**src/idl_pkg.sv**
```systemverilog
// ----------------------------------------------------------------------------
// idl_pkg: shared types and constants of the indexed deque list
// Action, status and cell command codes, FSM state type and port widths.
// ----------------------------------------------------------------------------
package idl_pkg;

   localparam int ACTION_W    = 3;
   localparam int VALUE_W     = 32;
   localparam int INDEX_W     = 4;
   localparam int STATUS_W    = 2;
   localparam int RSP_COUNT_W = 5;

   typedef enum logic [ACTION_W-1:0] {
      ACT_PUSH_FRONT = 3'd0,
      ACT_PUSH_BACK  = 3'd1,
      ACT_POP_FRONT  = 3'd2,
      ACT_POP_BACK   = 3'd3,
      ACT_GET        = 3'd4,
      ACT_SET        = 3'd5,
      ACT_SWAP       = 3'd6
   } action_type;

   typedef enum logic [STATUS_W-1:0] {
      STAT_OK        = 2'd0,
      STAT_FULL      = 2'd1,
      STAT_EMPTY     = 2'd2,
      STAT_BAD_INDEX = 2'd3
   } status_type;

   typedef enum logic [1:0] {
      CMD_HOLD,
      CMD_SHIFT_UP,
      CMD_SHIFT_DOWN,
      CMD_LOAD
   } cell_cmd_type;

   typedef struct packed {
      cell_cmd_type cmd;
      logic         rd_load;
      logic         rd_shift;
   } cell_ctrl_type;

   typedef enum logic {
      ST_IDLE,
      ST_WALK
   } state_type;

endpackage

```
**src/indexed_deque_list.sv**
```systemverilog
// ----------------------------------------------------------------------------
// indexed_deque_list: bounded ordered list with deque and indexed access
// Row of storage cells; push/pop at both ends, get, set and swap by position.
// ----------------------------------------------------------------------------
// Usage:
//   A transaction is accepted at a rising edge with start high and busy low.
//   Every transaction gives exactly one result: rsp_strobe is high for one
//   cycle with rsp_read_value, rsp_status and rsp_entry_count. The receiver
//   cannot stall; results must be taken when strobed.
// Result timing:
//   Push front, push back, pop front, set, refused actions and code 7:
//   result in the cycle after acceptance, busy stays low, one per cycle.
//   Get, pop back and swap drain a snapshot of all cells through the read
//   line toward cell 0, one cell per cycle. With p the deepest position
//   read (index for get, count-1 for pop back, larger index for swap),
//   busy stays high until the entry of cell p reaches cell 0, and the
//   result is registered from cell 0 at that point.
// Reset:
//   Synchronous, active high. Empties the list and drops any result in
//   flight; entry contents are not cleared and are never read unwritten.
// ----------------------------------------------------------------------------
module indexed_deque_list
   import idl_pkg::*;
#(
   parameter int CAPACITY     = 16,
   parameter int ELEMENT_BITS = 32
) (
   input  logic                   clock,
   input  logic                   reset,
   input  logic                   start,
   output logic                   busy,
   input  logic [ACTION_W-1:0]    req_action,
   input  logic [VALUE_W-1:0]     req_value,
   input  logic [INDEX_W-1:0]     req_index_a,
   input  logic [INDEX_W-1:0]     req_index_b,
   output logic                   rsp_strobe,
   output logic [VALUE_W-1:0]     rsp_read_value,
   output logic [STATUS_W-1:0]    rsp_status,
   output logic [RSP_COUNT_W-1:0] rsp_entry_count
);

   localparam int CNT_W = $clog2(CAPACITY + 1);
   localparam int POS_W = $clog2(CAPACITY);
   localparam int CMP_W = (CNT_W > INDEX_W) ? CNT_W : INDEX_W;

   state_type               state_ff, state_in;
   logic [CNT_W-1:0]        count_ff, count_in;
   action_type              act_ff, act_in;
   logic [POS_W-1:0]        pos_a_ff, pos_a_in;
   logic [POS_W-1:0]        pos_b_ff, pos_b_in;
   logic [POS_W-1:0]        last_ff, last_in;
   logic [POS_W-1:0]        step_ff, step_in;
   logic [ELEMENT_BITS-1:0] cap_a_ff, cap_a_in;
   logic [ELEMENT_BITS-1:0] cap_b_ff, cap_b_in;

   logic                    rsp_strobe_ff;
   logic [VALUE_W-1:0]      rsp_read_value_ff;
   status_type              rsp_status_ff;
   logic [RSP_COUNT_W-1:0]  rsp_entry_count_ff;

   logic                    accept, walk_go, rsp_fire;
   action_type              req_act;
   logic [ELEMENT_BITS-1:0] value_masked, rsp_rd;
   status_type              rsp_st;
   logic                    full, empty, bad_a, bad_b;
   logic [POS_W-1:0]        ia_pos, ib_pos, back_pos, back_last, max_pos;
   logic                    at_target, at_a, at_b;
   logic [ELEMENT_BITS-1:0] rd0, front_data, cur_a, cur_b;

   cell_ctrl_type           ctrl;
   logic [POS_W-1:0]        pos_a, pos_b;
   logic [ELEMENT_BITS-1:0] wr_a, wr_b;

   assign busy         = (state_ff != ST_IDLE);
   assign accept       = start && (state_ff == ST_IDLE);
   assign req_act      = action_type'(req_action);
   assign value_masked = ELEMENT_BITS'(req_value);

   assign full      = (count_ff == CNT_W'(CAPACITY));
   assign empty     = (count_ff == '0);
   assign bad_a     = (CMP_W'(req_index_a) >= CMP_W'(count_ff));
   assign bad_b     = (CMP_W'(req_index_b) >= CMP_W'(count_ff));
   assign ia_pos    = POS_W'(req_index_a);
   assign ib_pos    = POS_W'(req_index_b);
   assign back_pos  = POS_W'(count_ff);
   assign back_last = POS_W'(count_ff - CNT_W'(1));
   assign max_pos   = (req_index_a > req_index_b) ? ia_pos : ib_pos;

   assign at_target = (step_ff == last_ff);
   assign at_a      = (step_ff == pos_a_ff);
   assign at_b      = (step_ff == pos_b_ff);
   assign cur_a     = at_a ? rd0 : cap_a_ff;
   assign cur_b     = at_b ? rd0 : cap_b_ff;

   // next state
   always_comb begin
      state_in = state_ff;
      case (state_ff)
         ST_IDLE: begin
            if (accept && walk_go) begin
               state_in = ST_WALK;
            end
         end
         ST_WALK: begin
            if (at_target) begin
               state_in = ST_IDLE;
            end
         end
         default: state_in = ST_IDLE;
      endcase
   end

   // cell commands, bookkeeping and result
   always_comb begin
      ctrl     = '{cmd: CMD_HOLD, rd_load: 1'b0, rd_shift: 1'b0};
      pos_a    = ia_pos;
      pos_b    = ia_pos;
      wr_a     = value_masked;
      wr_b     = value_masked;
      count_in = count_ff;
      walk_go  = 1'b0;
      act_in   = act_ff;
      pos_a_in = pos_a_ff;
      pos_b_in = pos_b_ff;
      last_in  = last_ff;
      step_in  = step_ff;
      cap_a_in = cap_a_ff;
      cap_b_in = cap_b_ff;
      rsp_fire = 1'b0;
      rsp_rd   = '0;
      rsp_st   = STAT_OK;
      case (state_ff)
         ST_IDLE: begin
            if (accept) begin
               act_in   = req_act;
               pos_a_in = ia_pos;
               pos_b_in = ib_pos;
               step_in  = '0;
               rsp_fire = 1'b1;
               case (req_act)
                  ACT_PUSH_FRONT: begin
                     if (full) begin
                        rsp_st = STAT_FULL;
                     end else begin
                        ctrl.cmd = CMD_SHIFT_UP;
                        count_in = count_ff + CNT_W'(1);
                     end
                  end
                  ACT_PUSH_BACK: begin
                     if (full) begin
                        rsp_st = STAT_FULL;
                     end else begin
                        ctrl.cmd = CMD_LOAD;
                        pos_a    = back_pos;
                        pos_b    = back_pos;
                        count_in = count_ff + CNT_W'(1);
                     end
                  end
                  ACT_POP_FRONT: begin
                     if (empty) begin
                        rsp_st = STAT_EMPTY;
                     end else begin
                        rsp_rd   = front_data;
                        ctrl.cmd = CMD_SHIFT_DOWN;
                        count_in = count_ff - CNT_W'(1);
                     end
                  end
                  ACT_POP_BACK: begin
                     if (empty) begin
                        rsp_st = STAT_EMPTY;
                     end else begin
                        count_in     = count_ff - CNT_W'(1);
                        walk_go      = 1'b1;
                        rsp_fire     = 1'b0;
                        ctrl.rd_load = 1'b1;
                        last_in      = back_last;
                     end
                  end
                  ACT_GET: begin
                     if (bad_a) begin
                        rsp_st = STAT_BAD_INDEX;
                     end else begin
                        walk_go      = 1'b1;
                        rsp_fire     = 1'b0;
                        ctrl.rd_load = 1'b1;
                        last_in      = ia_pos;
                     end
                  end
                  ACT_SET: begin
                     if (bad_a) begin
                        rsp_st = STAT_BAD_INDEX;
                     end else begin
                        ctrl.cmd = CMD_LOAD;
                     end
                  end
                  ACT_SWAP: begin
                     if (bad_a || bad_b) begin
                        rsp_st = STAT_BAD_INDEX;
                     end else begin
                        walk_go      = 1'b1;
                        rsp_fire     = 1'b0;
                        ctrl.rd_load = 1'b1;
                        last_in      = max_pos;
                     end
                  end
                  default: ;
               endcase
            end
         end
         ST_WALK: begin
            if (at_a) begin
               cap_a_in = rd0;
            end
            if (at_b) begin
               cap_b_in = rd0;
            end
            if (at_target) begin
               rsp_fire = 1'b1;
               if (act_ff == ACT_SWAP) begin
                  ctrl.cmd = CMD_LOAD;
                  pos_a    = pos_a_ff;
                  pos_b    = pos_b_ff;
                  wr_a     = cur_b;
                  wr_b     = cur_a;
               end else begin
                  rsp_rd = rd0;
               end
            end else begin
               ctrl.rd_shift = 1'b1;
               step_in       = step_ff + POS_W'(1);
            end
         end
         default: ;
      endcase
   end

   idl_chain #(
      .CAPACITY (CAPACITY),
      .DATA_W   (ELEMENT_BITS),
      .POS_W    (POS_W)
   ) u_chain (
      .clock       (clock),
      .ctrl        (ctrl),
      .pos_a       (pos_a),
      .pos_b       (pos_b),
      .wr_data_a   (wr_a),
      .wr_data_b   (wr_b),
      .front_value (value_masked),
      .front_data  (front_data),
      .rd_front    (rd0)
   );

   always_ff @(posedge clock) begin
      if (reset) begin
         state_ff      <= ST_IDLE;
         count_ff      <= '0;
         rsp_strobe_ff <= 1'b0;
      end else begin
         state_ff      <= state_in;
         count_ff      <= count_in;
         rsp_strobe_ff <= rsp_fire;
      end
   end

   always_ff @(posedge clock) begin
      act_ff             <= act_in;
      pos_a_ff           <= pos_a_in;
      pos_b_ff           <= pos_b_in;
      last_ff            <= last_in;
      step_ff            <= step_in;
      cap_a_ff           <= cap_a_in;
      cap_b_ff           <= cap_b_in;
      rsp_read_value_ff  <= VALUE_W'(rsp_rd);
      rsp_status_ff      <= rsp_st;
      rsp_entry_count_ff <= RSP_COUNT_W'(count_in);
   end

   assign rsp_strobe      = rsp_strobe_ff;
   assign rsp_read_value  = rsp_read_value_ff;
   assign rsp_status      = rsp_status_ff;
   assign rsp_entry_count = rsp_entry_count_ff;

endmodule

```
**src/idl_cell.sv**
```systemverilog
// ----------------------------------------------------------------------------
// idl_cell: one storage cell of the list
// Holds one entry and one stage of the read line; shifts with its neighbors.
// ----------------------------------------------------------------------------
module idl_cell
   import idl_pkg::*;
#(
   parameter int DATA_W = 32
) (
   input  logic              clock,
   input  cell_ctrl_type     ctrl,
   input  logic              hit_a,
   input  logic              hit_b,
   input  logic [DATA_W-1:0] wr_data_a,
   input  logic [DATA_W-1:0] wr_data_b,
   input  logic [DATA_W-1:0] data_below,
   input  logic [DATA_W-1:0] data_above,
   input  logic [DATA_W-1:0] rd_above,
   output logic [DATA_W-1:0] data_out,
   output logic [DATA_W-1:0] rd_out
);

   logic [DATA_W-1:0] data_ff, data_in;
   logic [DATA_W-1:0] rd_ff, rd_in;

   always_comb begin
      data_in = data_ff;
      case (ctrl.cmd)
         CMD_SHIFT_UP:   data_in = data_below;
         CMD_SHIFT_DOWN: data_in = data_above;
         CMD_LOAD: begin
            if (hit_a) begin
               data_in = wr_data_a;
            end else if (hit_b) begin
               data_in = wr_data_b;
            end
         end
         default:        data_in = data_ff;
      endcase
   end

   // read line: snapshot of all cells, then drains toward cell 0
   always_comb begin
      rd_in = rd_ff;
      if (ctrl.rd_load) begin
         rd_in = data_ff;
      end else if (ctrl.rd_shift) begin
         rd_in = rd_above;
      end
   end

   always_ff @(posedge clock) begin
      data_ff <= data_in;
      rd_ff   <= rd_in;
   end

   assign data_out = data_ff;
   assign rd_out   = rd_ff;

endmodule

```
**src/idl_chain.sv**
```systemverilog
// ----------------------------------------------------------------------------
// idl_chain: row of list cells
// Position decode for writes and neighbor wiring of data and read line.
// ----------------------------------------------------------------------------
module idl_chain
   import idl_pkg::*;
#(
   parameter int CAPACITY = 16,
   parameter int DATA_W   = 32,
   parameter int POS_W    = 4
) (
   input  logic              clock,
   input  cell_ctrl_type     ctrl,
   input  logic [POS_W-1:0]  pos_a,
   input  logic [POS_W-1:0]  pos_b,
   input  logic [DATA_W-1:0] wr_data_a,
   input  logic [DATA_W-1:0] wr_data_b,
   input  logic [DATA_W-1:0] front_value,
   output logic [DATA_W-1:0] front_data,
   output logic [DATA_W-1:0] rd_front
);

   logic [DATA_W-1:0] cell_data [CAPACITY];
   logic [DATA_W-1:0] cell_rd   [CAPACITY];

   for (genvar i = 0; i < CAPACITY; i++) begin : g_cell
      logic              hit_a, hit_b;
      logic [DATA_W-1:0] below, above, rd_up;

      assign hit_a = (pos_a == POS_W'(i));
      assign hit_b = (pos_b == POS_W'(i));

      if (i == 0) begin : g_first
         assign below = front_value;
      end else begin : g_inner_below
         assign below = cell_data[i-1];
      end

      if (i == CAPACITY - 1) begin : g_last
         assign above = '0;
         assign rd_up = '0;
      end else begin : g_inner_above
         assign above = cell_data[i+1];
         assign rd_up = cell_rd[i+1];
      end

      idl_cell #(
         .DATA_W (DATA_W)
      ) u_cell (
         .clock      (clock),
         .ctrl       (ctrl),
         .hit_a      (hit_a),
         .hit_b      (hit_b),
         .wr_data_a  (wr_data_a),
         .wr_data_b  (wr_data_b),
         .data_below (below),
         .data_above (above),
         .rd_above   (rd_up),
         .data_out   (cell_data[i]),
         .rd_out     (cell_rd[i])
      );
   end

   assign front_data = cell_data[0];
   assign rd_front   = cell_rd[0];

endmodule

```
**config.mk**
```make
export PLATFORM = sky130hd
export DESIGN_NAME = indexed_deque_list
export DESIGN_NICKNAME = d
export VERILOG_FILES = /design/src/idl_pkg.sv /design/src/indexed_deque_list.sv /design/src/idl_cell.sv /design/src/idl_chain.sv
export SDC_FILE = /design/constraint.sdc
export NUM_CORES = 2
export LEC_CHECK = 0
export BUFFER_PORTS_ARGS = -buffer_cell sky130_fd_sc_hd__buf_2
export CORE_UTILIZATION = 58
export DETAILED_ROUTE_END_ITERATION = 10
export PLACE_DENSITY = 0.81
export SETUP_SLACK_MARGIN = 0.4
export SYNTH_ARGS = -nofsm -noshare
export SYNTH_HDL_FRONTEND = slang
export SYNTH_HIERARCHICAL = 1
export SYNTH_SLANG_ARGS = --single-unit
```
**constraint.sdc**
```tcl
create_clock -name clock -period 6.4 [get_ports clock]
set_input_delay 0.32 -clock clock [delete_from_list [all_inputs] [get_ports clock]]
set_output_delay 0.32 -clock clock [all_outputs]
set_load 0.05 [all_outputs]
```
==> results.sh <==
export IMPL_clk_pin_slew_worst_paths_ps=60
export IMPL_grt_setup_unrepaired="no"
export IMPL_root_buffer="clkbuf_16"
export IMPL_ant_nets=0
export IMPL_cp_cell_sequence="inv_1 -> ha_1 -> a2111o_1 -> a22oi_1 -> a22oi_1 -> nor2_4 -> buf_4 -> mux2_2"
export IMPL_postSynthCellCount=4043
export IMPL_n_fill_cell=7307
export IMPL_grt_pass1_vias=36481
export IMPL_die_area_mm2=0.108
export IMPL_netlist_area_mm2=0.0621
export IMPL_synth_edf_count=1107
export IMPL_cts_tree="done"
export IMPL_cts_buffers=114
export IMPL_path_common_cell="a22oi_1"
export IMPL_cts_resized=0
export IMPL_gp_congestion=0.842
export IMPL_yosysWarnings=6
export IMPL_nets=4206
export IMPL_max_stage_delay_ps=1000
export IMPL_num_rows=119
export IMPL_p_per_area_mw_per_mm2=267
export IMPL_min_period_ps=4930
export IMPL_cts_htree_levels=3
export IMPL_min_path_type="primary input to flop"
export IMPL_worstPathRequired_ps=6820
export IMPL_grt_antenna_before_repair=0
export IMPL_worstPathArrival_ps=5350
export IMPL_numPortBuffers=86
export IMPL_seq_area_frac_synth_pct=55.0
export IMPL_violations="DRC"
export IMPL_status="finished, violations left"
export IMPL_diodes=0
export IMPL_setup_violations=0
export IMPL_grt_pass1_wl_mm=214
export IMPL_finalCritPeriodShare_pct=77.0
export IMPL_syn2layout_area_growth_pct=8.73
export IMPL_top_level_ports=87
export IMPL_syn_avg_cell_area_um2=15.4
export IMPL_clock_sinks=1153
export IMPL_finClkSkew_ps=23.3
export IMPL_routed_wl_mm=137
export IMPL_grt_max_degree=116
export IMPL_routedWlPerCell_um=24.5
export IMPL_synth_ff_type="edfxtp_1"
export IMPL_core_mm2=0.106
export IMPL_final_hold_viol_count=0
export IMPL_post_route_drc_count=18
export IMPL_overflow=0
export IMPL_die_w_um=329
export IMPL_cts_buffer_depth=3
export IMPL_worst_slew_pin_slew_ps=1230
export IMPL_drtIter0Drc=3641
export IMPL_ys_top_cells_by_area="edfxtp_1 54%, mux2_2 11%, mux2_4 11%, a221o_1 8.3%, and2_1 5.2%"
export IMPL_vias=36002
export IMPL_critPathCaptureType="flop"
export IMPL_p_leak_nw=24.0
export IMPL_synth_async_reset_ratio_pct=0
export IMPL_final_util_pct=63.9
export IMPL_ys_seq_elements=1153
export IMPL_die_y_um=329
export IMPL_routed_via_density=6.43
export IMPL_initial_core_util_pct=58.7
export IMPL_slew_headroom_pct=16.6
export IMPL_ir_drop_mv=0.222
export IMPL_synth_top_area_share_pct=53.5
export IMPL_track_usage_pct=25.0
export IMPL_start_kind="flop"
export IMPL_drive_gt1_share_pct=36.1
export IMPL_drv_slew=0
export IMPL_dr_pass1_iters=9
export IMPL_setup_tns_ps=0
export IMPL_critPathKind="flop to flop"
export IMPL_clock_fmax_ghz=0.203
export IMPL_insertion_delay_ps=690
export IMPL_synth_largest_area_cell="edfxtp_1"
export IMPL_synthTopCellsByCount="1107 x edfxtp_1, 620 x mux2_2, 515 x a221o_1, 513 x and2_1, 464 x mux2_4"
export IMPL_crit_path_max_fanout=62
export IMPL_maxCapViolCount=0
export IMPL_cp_slowest_cell="nor2_4"
export IMPL_ys_types=57
export IMPL_dp_hpwl_mm=96.7
export IMPL_synth_most_common_cell="edfxtp_1"
-- final cells by class --
class / count / area, um2 / area share (%)
inverter: 31 / 116 / 0.172
clock buffer: 157 / 3200 / 4.74
tap: 1391 / 1740 / 2.58
sequential: 1153 / 34200 / 50.6
timing repair buffer: 223 / 1630 / 2.42
clock inverter: 51 / 417 / 0.617
multi-input combinational: 2590 / 26200 / 38.9
-- what timing repair did --
action,in CTS,in global routing
hold buffers,44,0
hold endpoints to repair,50,0
buffers inserted,0,0
-- registers in the layout, indices dropped and copies added (netlist names) --
register                        flops
act_ff                              3
busy                                1
cap_a_ff                           32
cap_b_ff                           32
count_ff                            5
last_ff                             4
pos_a_ff                            4
pos_b_ff                            4
rsp_entry_count                     5
rsp_read_value                     32
rsp_status                          2
rsp_strobe                          1
step_ff                             4
u_chain/g_cell.u_cell/data_out    512
u_chain/g_cell.u_cell/rd_out      512
-- worst max-delay path, delay by kind of cell (launching register included) --
kind,cells,cell delay [ps]
AO/OA/AOI/OAI,3,1360
adder cells (fa/ha/maj),1,220
buffers and inverters,2,950
flip-flops,1,600
multiplexers,1,430
AND/OR/NAND/NOR,1,1000
-- path summary, 6_finish.rpt --
check | startpoint | to | slack, ps | depth (start not counted)
worst max-delay path | count_ff[3] | u_chain/g_cell[3].u_cell/rd_out[14] | 1470 | 8
worst min-delay path | req_action[1] | act_ff[1] | 60 | 1
worst max register to register | count_ff[3] | u_chain/g_cell[3].u_cell/rd_out[14] | 1470 | 8
worst min register to register | u_chain/g_cell[0].u_cell/rd_out[11] | rsp_read_value[11] | 510 | 1
-- stage by stage --
stage          std cells  cell area, um2  power (mW)  hold slack [ps]  worst slack [ps]
2_1_floorplan       4106           62400        11.0              382               588
3_3_place_gp        5344           63500        11.4              501              1820
3_5_place_dp        5344           63500        11.6              511              1750
4_1_cts             5596           67500        18.1             13.0              1760
5_1_grt             5596           67500        18.6             60.1              1370
6_report            5596           67500        18.0             61.0              1470
-- layer usage --
layer  vias up  GRT usage (%)  routed length, um  share of wire, %
met5         -              0                  0                 0
met4         0           5.84               2200               1.6
met3       202           3.31              10100               7.3
met2      1472           41.3              65700                48
met1     18205           35.2              59200                43
li1      16123              -                  -                 -
-- power by group --
| part | leakage, nW | total, mW | switching (mW) | internal (mW) |
|---|---|---|---|---|
| clock | 1.79 | 6.54 | 2.83 | 3.72 |
| sequential | 10.6 | 9.30 | 0.320 | 8.98 |
| combinational | 11.6 | 2.17 | 1.10 | 1.07 |
-- cell usage in the layout (no fill, tap or decap), types with 12 or more instances in the layout --
master / count
a221o_1: 515
a22o_1: 33
and2_1: 513
and4bb_2: 12
buf_2: 86
buf_4: 88
clkbuf_1: 29
clkbuf_16: 118
clkinv_2: 30
conb_1: 64
dfxtp_1: 45
dlygate4sd3_1: 44
edfxtp_1: 1107
ha_1: 47
inv_1: 31
mux2_2: 620
mux2_4: 464
mux2i_4: 16
nand2_1: 14
nor2_1: 62
nor2_2: 15
o21ba_1: 64
or2_2: 16
xnor2_1: 12
-- logic make-up (layout without fill, tap and decap cells) --
kind of cell / after synthesis / count (layout) / share of synthesized area, %
other: 1 / 64 / 0.00604
adders and majority gates: 47 / 47 / 0.947
DFF: 1153 / 1153 / 55.0
muxes: 1110 / 1110 / 22.9
and+or+nand+nor: 697 / 697 / 6.97
AOI/OAI and AO/OA: 654 / 654 / 10.3
buffers and inverters: 363 / 462 / 3.63
xor gates and xnor gates: 18 / 18 / 0.254
Power figures use the tool's default switching activity.
